File: config.mk
export PLATFORM = sky130hd
export DESIGN_NAME = sap_gain_mul
export DESIGN_NICKNAME = d
export VERILOG_FILES = /design/src/rtl/core/sap_pkg.sv /design/src/rtl/core/sap_gain_mul.sv
export SDC_FILE = /design/constraint.sdc
export NUM_CORES = 1
export LEC_CHECK = 0
export ABC_AREA = 1
export BUFFER_PORTS_ARGS = -buffer_cell sky130_fd_sc_hd__buf_2
export CORE_MARGIN = 2
export CORE_UTILIZATION = 39
export DETAILED_ROUTE_END_ITERATION = 8
export SLEW_MARGIN = 20
export SYNTH_ARGS = -nofsm -noshare
export SYNTH_HDL_FRONTEND = slang
export SYNTH_SLANG_ARGS = --single-unit
export TNS_END_PERCENT = 100
File: constraint.sdc
create_clock -name clk_i -period 13.6 [get_ports clk_i]
set_clock_uncertainty 0.15 [all_clocks]
set_input_delay 0.68 -clock clk_i [delete_from_list [all_inputs] [get_ports clk_i]]
set_output_delay 0.68 -clock clk_i [all_outputs]
set_load 0.05 [all_outputs]
File: src/rtl/core/sap_pkg.sv
// shared widths and register codes of the allpass delay filter
package sap_pkg;

  // fixed widths of the configuration registers
  localparam int unsigned DLY_W     = 13;
  localparam int unsigned GAIN_W    = 16;
  localparam int unsigned CFG_W     = 16;
  localparam int unsigned CFG_IDX_W = 2;

  // q1.15 coefficient: fraction bits and the round-half-up offset
  localparam int unsigned FRAC_W     = 15;
  localparam int unsigned ROUND_HALF = 16384;

  // configuration register indexes
  localparam logic [CFG_IDX_W-1:0] CFG_DELAY = 2'd0;
  localparam logic [CFG_IDX_W-1:0] CFG_GAIN  = 2'd1;

  // register reset values
  localparam logic [DLY_W-1:0]  DELAY_RST = 13'd1;
  localparam logic [GAIN_W-1:0] GAIN_RST  = 16'd0;

endpackage

File: src/rtl/core/sap_gain_mul.sv
// shared gain multiplier with registered product and round-half-up output
module sap_gain_mul
  import sap_pkg::*;
#(
  parameter int unsigned SAMPLE_WIDTH = 24
) (
  input  logic                           clk_i,
  input  logic                           en_i,
  input  logic signed [GAIN_W-1:0]       gain_i,
  input  logic signed [SAMPLE_WIDTH-1:0] smp_i,
  output logic signed [SAMPLE_WIDTH:0]   res_o
);

  localparam int unsigned PROD_W = GAIN_W + SAMPLE_WIDTH;

  logic signed [PROD_W-1:0] prod_q;
  logic signed [PROD_W-1:0] rnd_sum;

  // product register, loaded on each use of the unit
  always_ff @(posedge clk_i) begin
    if (en_i) begin
      prod_q <= PROD_W'(gain_i) * PROD_W'(smp_i);
    end
  end

  // add half an lsb, then floor by dropping the fraction bits
  assign rnd_sum = prod_q + $signed(PROD_W'(ROUND_HALF));
  assign res_o   = $signed(rnd_sum[PROD_W-1:FRAC_W]);

endmodule

==> impl_results.md <==
- Status: finished clean
- Setup CP Type: in2reg
- IO Port Bufs: 66
- Async SR Flop Fraction: 0%
- All-Layer GR Usage: 20.8%
- GR peak layer: met2
- Slowest cell on the critical path: fa_1
- Number of synthesized flops with an enable pin: 26
- Fmax: 0.152 GHz
- Initial Utilization: 39.7%
- Synth Area in Simple Gates: 18.4%
- Mapped cell area: 15,900 µm²
- Crit path largest cell delay: 810 ps
- Most frequent cells in the layout: inv_1, nand2_1, fa_1, ha_1, nor2_1
- Fin. Hold Viols: 0
- Buf/Inv on CP: 2
- Largest net degree at the start of global routing: 27
- Largest family of logic cells by synthesized area: adder cells
- Initial antenna violation count: 1
- Main synth FF type: edfxtp_1
- Top delay family on crit path: adder cells
- Met3 usage: 1.03%
- Worst-path maximum fanout: 24
- Sequential cell area fraction in the yosys report: 4.92%
- Avg Inst Size Synth: 7.78 µm²
- Largest registers: prod_q (26)
- Synth Warn #: 0
- Filler cell count: 4,111
- Post-CTS Setup Bufs: 0
- Leading area contributor after synthesis: fa_1
- Post-synthesis adder-cell area fraction: 54.6%
- Post-synthesis compound-gate area fraction: 2.89%
- Die X: 206 µm
- Final Critical Period: 6580 ps
- Setup tns final: 0 ps
- Core ar.: 39,900 µm²
- Via-per-instance ratio: 4.78
- DRT antenna net count: 0
- Tcrit/Tclk final: 48.4%
- Max-cap viol count: 0
- Post-Syn Nets: 2,550
- Placed cell count: 2,556
- Worst path required time: 13,480 ps
- Crit-path cells: buf_2 -> nand2_1 -> fa_1 -> inv_1 -> fa_1 -> fa_1 -> fa_1 -> fa_1 -> fa_1 -> ha_1 -> a21oi_1 -> a21boi_0 -> o21ai_0 -> a31oi_1 -> nand2_1 -> nand2_1 -> nand2_1
- Placed cell area: 16,600 µm²
- XOR/XNOR Fraction of Synth Area: 2.48%
- Top cells by area, synth: fa_1, inv_1, nand2_1
- Sink Count: 26
- Hold crit path type: in2reg
- Root Buffer Master: clkbuf_16
- Post-CTS Hold Buffers: 0
- Max reg flops: 26
- # rows: 73
- First-pass GRT wire length: 69,300 µm
- Setup crit end kind: flop
- CTS tree: built
- Net count, final: 2,547
- Slew @ Worst Pin: 886 ps
- GR Overflow Total: 0
- TritonCTS Buffers: 3
- Finish-stage setup viols: 0
- Distinct cells, synth: 32
- Finished Layout Cells: 2,561
- Yosys reg bits: 26
- Vias in the first global route: 13,900
- Commonest non-fill, non-tap cell in the layout: inv_1
- DRC: 0
- Clock slew at reported path FFs: 70 ps
- PostCTS Resize Cnt: 0
- Cells after synthesis: 2,039
- Drt initial violations: 777
- Clock Path Buffers: 2
- Full die area: 42,300 µm²
- Die Y-Extent: 206 µm
- Via count: 12,200
- Area delta synth->final: 4.98%
- Routability congestion estimate: 0.867
- HPWL Detailed: 34,400 µm
- Design Area, Final: 16,700 µm²
- WL/cell: 15.7 µm
- Pre-Repair DR Iteration Count: 5
- IO Count: 67
- Met1 usage: 25.7%
- Top-area cell type share of the netlist area: 47.1%
- Met2 Use GR: 40.0%
- WP data arrival: 6460 ps
- Share of cells above drive strength 1: 4.62%
- Post-synthesis mux area share: 0%
- Relative slew slack: 40.9%
- CP startpoint kind: input port
- H-tree depth: 1
- WL final: 40,300 µm
- RSZ-0062 raised after global routing: no
- Largest Register: prod_q
- Critical Path Most Common Cell: fa_1
- Slew Limit Fails: 0
## metal layers
layer / part of all wire, % / wire (µm)
met2: 53 / 21200
met1: 42 / 16900
met5: 0.027 / 11
met4: 2.0 / 802
met3: 3.3 / 1330
## stage by stage
stage / hold WS (ps) / util (%) / setup slack, ps
6_report: 820 / 41.7 / 7020
5_1_grt: 848 / 41.7 / 6650
4_1_cts: 834 / 41.7 / 7000
3_5_place_dp: 1100 / 41.5 / 6740
3_3_place_gp: 1100 / 41.5 / 6740
2_1_floorplan: 642 / - / 7590
## area by class of cell
class	instances	area [µm²]	area share, %
well taps	525	657	3.94
inverters	632	2370	14.2
flip-flops and latches	26	781	4.69
multi-input cells	1307	12400	74.7
diodes	1	2.50	0.0150
clock inverters	1	3.75	0.0225
clock buffers	3	75.1	0.451
repair buffers	66	330	1.98
## cells by family (layout without fill, tap and decap cells)
logic type	after synthesis	count (layout)
fa+ha+maj	469	469
flops	26	26
simple gates	712	712
xor+xnor	45	45
other cells	0	1
buf+inv	706	702
compound gates	81	81
## synth_stat cells (all sizes together) (11+ instances only)
cell	number
inv	632
nand2	542
fa	373
ha	96
nor2	94
clkbuf	73
a21oi	36
nand3	36
edfxtp	26
xor2	26
o21ai	22
xnor2	19
nand4	14
nor3	11
## worst paths after layout
kind | slack [ps] | from | to | cells past startpoint
max | 7020 | gain_i[4] | prod_q[32] | 17
min | 820 | en_i | prod_q[17] | 1
Power is not shown: default switching activity piles up to over one toggle a cycle in this logic, so the estimate is an artifact.
